===== config.mk =====
export PLATFORM = sky130hd
export DESIGN_NAME = binary_gcd
export DESIGN_NICKNAME = d
export VERILOG_FILES = /design/src/rtl/bgcd_pkg.sv /design/src/rtl/bgcd_cell.sv /design/src/rtl/binary_gcd.sv
export SDC_FILE = /design/constraint.sdc
export NUM_CORES = 1
export LEC_CHECK = 0
export ABC_AREA = 1
export BUFFER_PORTS_ARGS = -buffer_cell sky130_fd_sc_hd__buf_2
export CAP_MARGIN = 40
export CELL_PAD_IN_SITES_DETAIL_PLACEMENT = 0
export CELL_PAD_IN_SITES_GLOBAL_PLACEMENT = 1
export CORE_MARGIN = 2
export CORE_UTILIZATION = 40
export CTS_CLUSTER_SIZE = 16
export DETAILED_ROUTE_END_ITERATION = 8
export PLACE_DENSITY = 0.83
export SLEW_MARGIN = 30
export SYNTH_ARGS = -nofsm -noshare
export SYNTH_HDL_FRONTEND = slang
export SYNTH_SLANG_ARGS = --single-unit

===== constraint.sdc =====
create_clock -name clk -period 5.6 [get_ports clk]
set_input_delay 0.84 -clock clk [delete_from_list [all_inputs] [get_ports clk]]
set_output_delay 0.84 -clock clk [all_outputs]
set_load 0.005 [all_outputs]

===== src/rtl/bgcd_pkg.sv =====
// Shared types and constants for the binary GCD block.
`default_nettype none
package bgcd_pkg;
	localparam int DATA_WIDTH = 32;
	localparam int SHIFT_W = $clog2(DATA_WIDTH + 1);
	typedef logic [DATA_WIDTH-1:0] data_t;
	typedef logic [SHIFT_W-1:0] shift_t;

	// Slice operation, broadcast to every bit slice each cycle.
	typedef logic [2:0] op_t;
	localparam op_t OP_HOLD = 3'd0;
	localparam op_t OP_BOTH = 3'd1;
	localparam op_t OP_X    = 3'd2;
	localparam op_t OP_Y    = 3'd3;
	localparam op_t OP_SUB  = 3'd4;
endpackage
`default_nettype wire


===== src/rtl/bgcd_cell.sv =====
// One bit slice of the GCD datapath: holds one bit of x and y, passes both borrow chains.
`default_nettype none
module bgcd_cell (
	input  wire logic clk,
	input  wire logic arst_n,
	input  wire logic load,
	input  wire logic a_bit,
	input  wire logic b_bit,
	input  wire bgcd_pkg::op_t op,
	input  wire logic x_up,
	input  wire logic y_up,
	input  wire logic swap,
	input  wire logic bxy_in,
	input  wire logic byx_in,
	output logic x_bit,
	output logic y_bit,
	output logic bxy_out,
	output logic byx_out
);
	import bgcd_pkg::*;

	logic x_q, y_q, d_yx, d_xy;

	// y - x and x - y ripple side by side from the lsb
	assign d_yx = y_q ^ x_q ^ bxy_in;
	assign bxy_out = (~y_q & x_q) | (~(y_q ^ x_q) & bxy_in);
	assign d_xy = x_q ^ y_q ^ byx_in;
	assign byx_out = (~x_q & y_q) | (~(x_q ^ y_q) & byx_in);

	assign x_bit = x_q;
	assign y_bit = y_q;

	always_ff @(posedge clk or negedge arst_n) begin
		if (!arst_n) begin
			x_q <= 1'b0;
			y_q <= 1'b0;
		end else if (load) begin
			x_q <= a_bit;
			y_q <= b_bit;
		end else begin
			case (op)
				OP_BOTH: begin
					x_q <= x_up;
					y_q <= y_up;
				end
				OP_X: x_q <= x_up;
				OP_Y: y_q <= y_up;
				// swap: x > y, so x takes y and y takes x - y
				OP_SUB: begin
					x_q <= swap ? y_q : x_q;
					y_q <= swap ? d_xy : d_yx;
				end
				default: ;
			endcase
		end
	end
endmodule
`default_nettype wire


===== src/rtl/binary_gcd.sv =====
// Top level of the binary GCD block: control sequencer and row of bit-slice cells.
//
// Usage: a request on operand_a/operand_b with in_valid is taken when in_stall is
// low; in_stall is high whenever a request is in flight. One divisor is returned
// per request on divisor with out_valid; the receiver holds it with out_stall,
// and the result stays stable meanwhile.
// Sequence from the accepting edge: shared factors of two are stripped from both
// operands and counted, then x is halved to odd, then y is halved to odd and
// subtracted until y is zero; the result, shifted back left, is then presented.
// Zero operands bypass the loop: the result is the other operand.
// The time taken is set by the total count of halvings and subtracts, done one
// per cycle in the slice row.
// Throughput: one request at a time; the next is taken the cycle after the
// previous result has been handed over.
// Reset (arst_n low) clears the sequencer and the slices and drops out_valid;
// any request in flight is lost. While out_stall is high the result holds.
`default_nettype none
module binary_gcd (
	input  wire logic clk,
	input  wire logic arst_n,
	input  wire logic in_valid,
	output logic in_stall,
	input  wire bgcd_pkg::data_t operand_a,
	input  wire bgcd_pkg::data_t operand_b,
	output logic out_valid,
	input  wire logic out_stall,
	output bgcd_pkg::data_t divisor
);
	import bgcd_pkg::*;

	localparam logic [2:0] ST_IDLE = 3'd0;
	localparam logic [2:0] ST_TWOS = 3'd1;
	localparam logic [2:0] ST_XODD = 3'd2;
	localparam logic [2:0] ST_LOOP = 3'd3;
	localparam logic [2:0] ST_DONE = 3'd4;

	logic [2:0] state_q;
	shift_t twos_q;
	data_t res_q;
	logic accept, swap;
	op_t op;
	data_t x, y;
	logic [DATA_WIDTH:0] bxy, byx;

	// only idle takes a request
	assign in_stall = (state_q != ST_IDLE);
	assign accept = in_valid && !in_stall;

	// both borrow chains enter at the lsb; y - x borrowing out means x > y
	assign bxy[0] = 1'b0;
	assign byx[0] = 1'b0;
	assign swap = bxy[DATA_WIDTH];

	genvar i;
	generate
		for (i = 0; i < DATA_WIDTH; i++) begin : g_cell
			logic xu, yu;
			// right shift: each slice takes its upper neighbor, the top takes zero
			if (i == DATA_WIDTH - 1) begin : g_top
				assign xu = 1'b0;
				assign yu = 1'b0;
			end else begin : g_mid
				assign xu = x[i+1];
				assign yu = y[i+1];
			end
			bgcd_cell u_cell (
				.clk(clk), .arst_n(arst_n), .load(accept),
				.a_bit(operand_a[i]), .b_bit(operand_b[i]),
				.op(op), .x_up(xu), .y_up(yu), .swap(swap),
				.bxy_in(bxy[i]), .byx_in(byx[i]),
				.x_bit(x[i]), .y_bit(y[i]),
				.bxy_out(bxy[i+1]), .byx_out(byx[i+1])
			);
		end
	endgenerate

	// slice operation for this cycle
	always_comb begin
		op = OP_HOLD;
		case (state_q)
			ST_TWOS: op = (x != '0 && y != '0 && !x[0] && !y[0]) ? OP_BOTH : OP_HOLD;
			ST_XODD: op = !x[0] ? OP_X : OP_HOLD;
			ST_LOOP: op = (y == '0) ? OP_HOLD : (!y[0] ? OP_Y : OP_SUB);
			default: op = OP_HOLD;
		endcase
	end

	always_ff @(posedge clk or negedge arst_n) begin
		if (!arst_n) begin
			state_q <= ST_IDLE;
			twos_q <= '0;
			res_q <= '0;
		end else begin
			case (state_q)
				ST_IDLE: begin
					if (accept) begin
						state_q <= ST_TWOS;
						twos_q <= '0;
					end
				end
				// zero operand: the other one is the answer
				ST_TWOS: begin
					if (x == '0) begin
						res_q <= y;
						state_q <= ST_DONE;
					end else if (y == '0) begin
						res_q <= x;
						state_q <= ST_DONE;
					end else if (!x[0] && !y[0]) begin
						twos_q <= twos_q + 1'b1;
					end else begin
						state_q <= ST_XODD;
					end
				end
				ST_XODD: begin
					if (x[0])
						state_q <= ST_LOOP;
				end
				// halve y to odd, then swap/subtract, until y reaches zero
				ST_LOOP: begin
					if (y == '0) begin
						res_q <= data_t'(x << twos_q);
						state_q <= ST_DONE;
					end
				end
				ST_DONE: begin
					if (!out_stall)
						state_q <= ST_IDLE;
				end
				default: state_q <= ST_IDLE;
			endcase
		end
	end

	assign out_valid = (state_q == ST_DONE);
	assign divisor = res_q;

`ifndef ASSERT_OFF
	a_no_accept_busy: assert property (@(posedge clk) disable iff (!arst_n)
		(state_q != ST_IDLE) |-> in_stall) else $error("accept while busy");
	a_hold: assert property (@(posedge clk) disable iff (!arst_n)
		out_valid && out_stall |=> out_valid && $stable(divisor)) else $error("result lost");
	a_twos: assert property (@(posedge clk) disable iff (!arst_n)
		twos_q < DATA_WIDTH) else $error("twos overflow");
	a_borrow: assert property (@(posedge clk) disable iff (!arst_n)
		!(bxy[DATA_WIDTH] && byx[DATA_WIDTH])) else $error("both borrows set");
`endif
endmodule
`default_nettype wire


==> results_dict.tcl, run 1 <==
set metrics [dict create \
    fmax_mhz 176.4 \
    critPathLaunchType "flop" \
    synth-seq-area-share 0.2561 \
    dp.final_hpwl_um 26370 \
    grt_pass1_vias 9929 \
    netlist_instances 1583 \
    htreeDepth 3 \
    crit_top_cell "nand2_2" \
    postCtsHoldBufs 0 \
    fin_nets 1822 \
    core_area_um2 25180 \
    grt-ovfl-total 0 \
    timing.final.ws_setup_ns -0.06912 \
    die_area_um2 26950 \
    hp-class "input pin to async pin" \
    clk_path_buf_depth 2 \
    rsz0062_at_grt "yes" \
    clk_pin_slew_worst_paths_ns 0.08 \
    rows 58 \
    gp_congestion 0.8969 \
    critPathRequiredTime_ns 5.90 \
    vias 11070 \
    syn_nets 1716 \
    clk_latency_ns 0.37 \
    yosysUniqueCellTypes 44 \
    num_antenna_cells 0 \
    ant_nets 0 \
    area_growth_syn_to_layout_pct 17.80 \
    grt_max_degree 65 \
    fin_crit_ns 5.669 \
    synth.ff_latch_count 105 \
    status "complete, but fails checks" \
    max_slew_margin 0.4669 \
    synth_top_area_frac 0.2561 \
    root_buffer "clkbuf_16" \
    dr.first_iter.drc_count 1166 \
    antenna_found_initial 0 \
    tightest_slew_ns 0.7996 \
    die_h_um 164.2 \
    wl_per_cell_um 18.50 \
    finish.instance_area_um2 12090 \
    cts_num_sinks 105 \
    violations "setup timing" \
    cp-end-kind "flop" \
    fin_tns_setup_ns -0.7774 \
    slowest_stage "dfrtp_1" \
    io_buffers 101 \
    finalMaxSlewViolations 0 \
    finalSetupViolations 20 \
    cp_max_fo 11 \
    io_pins 102 \
    path_buf_inv 3 \
    maxCapViolations 0 \
    cts_buffers 9 \
    hold_viol 0 \
    cp.arrival_ns 5.97 \
    dr.pass1.iters 5 \
    layoutNonFillerInstCount 2024 \
    placed_cell_area_um2 11100 \
    critPathKind "flop to flop" \
    period_share 1.012 \
    syn_area_um2 10260 \
    route.detailed.drc 0 \
    cts_tree "built" \
    grt_first_pass_wirelength_um 54870 \
    die_w_um 164.2 \
    yosysWarningCount 0 \
    viasPerCell 5.471 \
    finalWirelength_um 37450 \
    dp_slack_ns -0.1228 \
    dpl.cell_count 1971 \
    synthTopCellsByArea "dfrtp_1 (26%), nand2_1 (13%), inv_1 (9.2%)" \
    drive_gt1_frac 0.2078 \
    syn_avg_cell_area_um2 6.481 \
    initial_utilization 0.4074 \
    grt_usage 0.2645 \
    skew_ns 0.01257 \
    max_stage_delay_ns 0.44 \
    yosysTopAreaCell "dfrtp_1" \
    crit_family "simple AND/OR/NAND/NOR gates" \
]
area by class of cell:
type | instances | area, um^2
Clock buffer | 9 | 225.2
Clock inverter | 7 | 62.56
Fill cell | 2631 | 13100
Inverter | 254 | 953.4
Multi-Input combinational cell | 1134 | 6367
Sequential cell | 105 | 2629
Tap cell | 330 | 412.9
Timing Repair Buffer | 185 | 1436
state kept, by name (all words and copies together), names as in the netlist:
register             count
divisor                 32
g_cell.u_cell.x_bit     32
g_cell.u_cell.y_bit     32
state_q                  3
twos_q                   6
per-stage QoR:
step	hold WS, ns	utilization
floorplan	0.4724	-
global placement	0.4591	0.4372
detailed placement	0.4599	0.4407
CTS	0.4425	0.4530
global route	0.4566	0.4800
finish	0.4189	0.4800
metal layers:
metal  wire (um)  GRT usage  vias up  part of all wire
li1            -          -     5364                 -
met1       16290     0.3576     5214              0.43
met2       17100     0.4270      425              0.46
met3        2751    0.04040       70             0.073
met4        1309    0.09649        0             0.035
met5           0          0        -                 0
layout by cell type, fill, tap and decap left out, drive strengths merged, types with 7 or more instances in the layout:
cell    netlist  layout
mux2i        14      14
nand4         7       7
nor3          9       9
ha           65      65
o21a         11      11
nor4         13      13
o221ai       30      30
inv         251     254
clkbuf       74      16
o211ai       15      15
nor2        108     108
o21ai       163     163
nand3       170     170
a21oi        92      92
dfrtp       105     105
buf          15     178
nand2       411     411
Yosys cell counts (all sizes together):
cell	n
a2111oi	1
a211oi	4
a21oi	92
a221oi	3
a2bb2oi	1
a31oi	2
a32o	1
a41oi	1
buf	15
clkbuf	74
clkinv	3
dfrtp	105
dlygate4sd3	1
ha	65
inv	251
mux2i	14
nand2	411
nand3	170
nand3b	2
nand4	7
nor2	108
nor3	9
nor4	13
o211ai	15
o21a	11
o21ai	163
o21bai	1
o221a	1
o221ai	30
o22ai	4
o31ai	3
or2	1
xor2	1
worst register-to-register path, delay by kind of cell, from the launching register on:
kind	cells	cell delay (ns)
and+or+nand+nor	62	4.08
AOI/OAI and AO/OA	2	0.32
buffers and inverters	3	0.47
DFF	1	0.44
adders and majority gates	1	0.30
kinds of logic after synthesis:
group	share of synthesized area
flops	0.2561
xor+xnor	0.0008538
mux	0.01366
fa+ha+maj	0.07927
compound gates	0.1971
buf+inv	0.1450
simple gates	0.3080
timing repair:
item                       in CTS  in global routing
hold endpoints to repair        0                  0
pin swaps                       1                 33
setup endpoints to repair       5                 63
resized for setup               6                 74
gates cloned                    0                  9
buffers inserted                1                 25
path summary, 6_finish.rpt:
check / from / to / slack [ns] / cells past startpoint
setup / recovery: g_cell[1].u_cell.x_bit / g_cell[2].u_cell.x_bit / -0.07 / 68
hold / removal: arst_n / divisor[13] / 0.42 / 1
setup reg to reg: g_cell[1].u_cell.x_bit / g_cell[2].u_cell.x_bit / -0.07 / 68
hold reg to reg: divisor[0] / divisor[0] / 0.48 / 2
max in group asynchronous: arst_n / g_cell[31].u_cell.x_bit / 3.97 / 3
min in group clk: divisor[0] / divisor[0] / 0.48 / 2
Power of run 1 is not shown: default switching activity piles up to over one toggle a cycle in this logic, so the estimate is an artifact.
==> run 2: changes to the inputs <==
Settings changed: CORE_UTILIZATION 40 to 39, PLACE_DENSITY 0.83 to 0.84.
Clock period 5.6 ns to 5.01 ns, I/O delays scaled along.
==> results_dict.tcl, run 2 (synthesis results as in run 1) <==
set metrics [dict create \
    status "complete, but fails checks" \
    violations "setup timing" \
    critPathRequiredTime_ns 5.31 \
    max_stage_delay_ns 0.42 \
    multi_input_area_um2 6440 \
    rsz0062_at_grt "yes" \
    hp-class "input pin to async pin" \
    dp.final_hpwl_um 27350 \
    root_buffer "clkbuf_16" \
    cts_num_sinks 105 \
    tightest_slew_ns 0.8012 \
    finish.instance_area_um2 13070 \
    clk_pin_slew_worst_paths_ns 0.08 \
    route.detailed.drc 0 \
    io_buffers 101 \
    layout_commonest_cell "nand2_1" \
    cp_max_fo 6 \
    drive_gt1_frac 0.2652 \
    grt_usage 0.2721 \
    die_area_um2 27620 \
    slowest_stage "dfrtp_1" \
    gp_congestion 0.9371 \
    register_area_um2 2629 \
    postCtsHoldBufs 0 \
    period_share 1.055 \
    layout_common_cells "nand2_1 (298), inv_1 (248), nand3_1 (162), buf_4 (133), o21ai_0 (131)" \
    io_pins 102 \
    crit_top_cell "nand2_2" \
    fmax_mhz 189.1 \
    grt_first_pass_wirelength_um 59970 \
    fillers 2605 \
    dpl.cell_count 2038 \
    timing.final.ws_setup_ns -0.2771 \
    die_h_um 166.2 \
    cp-end-kind "flop" \
    vias 11630 \
    dr.pass1.iters 6 \
    finalMaxSlewViolations 0 \
    core_area_um2 25910 \
    fin_crit_ns 5.287 \
    critPathLaunchType "flop" \
    cts_buffers 9 \
    dr.first_iter.drc_count 1198 \
    skew_ns 0.01595 \
    cts_tree "built" \
    grt_max_degree 65 \
    hold-worst-slack_ns 0.3970 \
    maxCapViolations 0 \
    finalWirelength_um 40130 \
    hold_viol 0 \
    path_buf_inv 3 \
    clk_latency_ns 0.38 \
    grt-ovfl-total 0 \
    area_growth_syn_to_layout_pct 27.40 \
    cp.arrival_ns 5.58 \
    placed_cell_area_um2 11610 \
    rows 59 \
    ant_nets 0 \
    crit_family "simple AND/OR/NAND/NOR gates" \
    die_w_um 166.2 \
    fin_util 0.5045 \
    max_slew_margin 0.4639 \
    finalSetupViolations 63 \
    fin_nets 1915 \
    grt_pass1_vias 10920 \
    viasPerCell 5.481 \
    num_antenna_cells 0 \
    layoutNonFillerInstCount 2122 \
    clk_path_buf_depth 2 \
    critPathKind "flop to flop" \
    wl_per_cell_um 18.91 \
    initial_utilization 0.3960 \
    antenna_found_initial 0 \
    htreeDepth 3 \
]
[run 2: changes by cell type in the layout (fill, tap and decap cells not counted), moves of 6 or more]
cell and change:
nand2_2 +18, nand2_1 -12, nand2_4 -6, buf_6 +10, buf_16 +6, buf_4 +72, a21oi_2 +12, a21oi_1 -12
[run 2: layer usage]
metal | global-route usage | vias to the layer above | share of wire
met3 | 0.03194 | 92 | 0.081
met1 | 0.3623 | 5415 | 0.42
li1 | - | 5557 | -
met5 | 0 | - | 0
met2 | 0.4550 | 567 | 0.46
met4 | 0.1002 | 0 | 0.036
[run 2: final cells by class]
cell class              count  area share
clock inverters             6    0.004116
flip-flops and latches    105      0.2011
repair buffers            278      0.1796
clock buffers              10     0.01752
inverters                 254     0.07294
multi-input cells        1134      0.4927
well taps                 335     0.03207
[run 2: path summary, 6_finish.rpt]
kind	from	endpoint	slack (ns)	cells past startpoint
worst max-delay path	g_cell[1].u_cell.x_bit	g_cell[1].u_cell.x_bit	-0.28	68
worst max register to register	g_cell[1].u_cell.x_bit	g_cell[1].u_cell.x_bit	-0.28	68
max in group asynchronous	arst_n	g_cell[4].u_cell.y_bit	4.04	3
worst min-delay path	arst_n	divisor[31]	0.40	2
worst min register to register	divisor[26]	divisor[26]	0.48	2
min in group clk	divisor[26]	divisor[26]	0.48	2
[run 2: worst reg2reg max path, delay by kind of cell (launching register included)]
kind / cells / cell delay, ns
flip-flops: 1 / 0.42
adder cells (fa/ha/maj): 1 / 0.29
buffers and inverters: 3 / 0.37
AO/OA/AOI/OAI: 2 / 0.32
AND/OR/NAND/NOR: 62 / 3.84
[run 2: what timing repair did]
item                                    CTS  global route
gates cloned                              6            12
resized for setup                        32            76
pin swaps                                19            68
buffers inserted                         30            19
endpoints found under the setup margin   63            63
[run 2: metrics by stage]
stage               setup TNS (ns)  worst slack, ns
floorplan                   -1.683         -0.07380
global placement            -2.933         -0.08507
detailed placement          -10.27          -0.2177
CTS                         -7.793          -0.1854
global route                -44.75          -0.8289
finish                      -14.08          -0.2771
Power of run 2 is left out for the same reason.
==> run 3: changes to the inputs <==
Settings changed: RECOVER_POWER from default to 25.
==> results_dict.tcl, run 3 (synthesis results as in run 1) <==
set metrics [dict create \
    ant_nets 0 \
    grt_usage 0.2721 \
    die_h_um 166.2 \
    layoutNonFillerInstCount 2122 \
    grt_max_degree 65 \
    slowest_stage "dfrtp_1" \
    status "complete, but fails checks" \
    core_area_um2 25910 \
    dr.first_iter.drc_count 1202 \
    antenna_found_initial 0 \
    vias 11610 \
    period_share 1.055 \
    wl_per_cell_um 18.90 \
    hold-worst-slack_ns 0.4821 \
    postCtsHoldBufs 0 \
    cts_num_sinks 105 \
    finalWirelength_um 40110 \
    dpl.cell_count 2038 \
    grt-ovfl-total 0 \
    route.detailed.drc 0 \
    rsz0062_at_grt "yes" \
    cp.arrival_ns 5.59 \
    gp_congestion 0.9371 \
    fin_crit_ns 5.288 \
    fin_tns_setup_ns -14.30 \
    max_slew_margin -0.6400 \
    register_area_um2 2629 \
    violations "capacitance limit, slew limit, setup timing" \
    cts_tree "built" \
    cts_buffers 9 \
    layout_common_cells "nand2_1 (298), inv_1 (248), nand3_1 (162), o21ai_0 (131), buf_4 (130)" \
    num_antenna_cells 0 \
    die_w_um 166.2 \
    dp_slack_ns -0.2177 \
    die_area_um2 27620 \
    crit_top_cell "nand2_2" \
    finalMaxSlewViolations 72 \
    fillers 2605 \
    finalSetupViolations 63 \
    tightest_slew_ns 2.460 \
    area_growth_syn_to_layout_pct 27.29 \
    max_stage_delay_ns 0.42 \
    dr.pass1.iters 5 \
    cp-end-kind "flop" \
    io_buffers 101 \
    dp.final_hpwl_um 27350 \
    clk_latency_ns 0.38 \
    multi_input_area_um2 6440 \
    viasPerCell 5.469 \
    io_pins 102 \
    drive_gt1_frac 0.2636 \
    critPathKind "flop to flop" \
    skew_ns 0.01676 \
    hp-class "flop to flop" \
    fmax_mhz 189.1 \
    cp_max_fo 6 \
    critPathLaunchType "flop" \
    clk_pin_slew_worst_paths_ns 0.08 \
    initial_utilization 0.3960 \
    root_buffer "clkbuf_16" \
    grt_first_pass_wirelength_um 59970 \
    maxCapViolations 2 \
    grt_pass1_vias 10920 \
    critPathRequiredTime_ns 5.31 \
    rows 59 \
    hold_viol 0 \
    htreeDepth 3 \
    layout_commonest_cell "nand2_1" \
    fin_nets 1915 \
    timing.final.ws_setup_ns -0.2777 \
    clk_path_buf_depth 2 \
]
==> run 3: through the flow <==
step / instance area [um^2] / utilization
floorplan: 10310 / -
global placement: 11580 / 0.4470
detailed placement: 11610 / 0.4481
CTS: 12440 / 0.4799
global route: 13060 / 0.5040
finish: 13060 / 0.5040
==> run 3: path summary, 6_finish.rpt <==
check                                        from                      to  slack, ns  cells after the start
setup / recovery           g_cell[1].u_cell.x_bit  g_cell[1].u_cell.x_bit      -0.28                     68
hold / removal                        divisor[30]             divisor[30]       0.48                      2
setup reg to reg           g_cell[1].u_cell.x_bit  g_cell[1].u_cell.x_bit      -0.28                     68
hold reg to reg                       divisor[30]             divisor[30]       0.48                      2
max in group asynchronous                  arst_n  g_cell[7].u_cell.x_bit       2.33                      2
min in group asynchronous                  arst_n             divisor[31]       0.94                      2
==> run 3: layout make-up <==
type	instances	share of cell area
clock inverters	6	0.004120
well taps	335	0.03209
flip-flops and latches	105	0.2013
repair buffers	278	0.1789
clock buffers	10	0.01753
multi-input cells	1134	0.4931
inverters	254	0.07300
==> run 3: timing repair <==
| item | in CTS | in global routing |
|---|---|---|
| cloned | 6 | 12 |
| resized for setup | 32 | 76 |
| pin swaps | 19 | 68 |
| hold endpoints to repair | 0 | 0 |
| buffers inserted | 30 | 19 |
| setup endpoints to repair | 63 | 63 |
==> run 3: layer usage <==
| metal | routed length (um) | GRT usage | vias up |
|---|---|---|---|
| met5 | 0 | 0 | - |
| met4 | 1429 | 0.1002 | 0 |
| met3 | 2975 | 0.03194 | 87 |
| met2 | 18530 | 0.4550 | 533 |
| met1 | 17170 | 0.3623 | 5426 |
| li1 | - | - | 5560 |
==> run 3: critical path: cells and delay by family, from the launching register on <==
kind	cells	cell delay [ns]
AO/OA/AOI/OAI	2	0.32
adder cells (fa/ha/maj)	1	0.29
buffers and inverters	3	0.37
flip-flops	1	0.42
AND/OR/NAND/NOR	62	3.84
Power of run 3 is left out for the same reason.
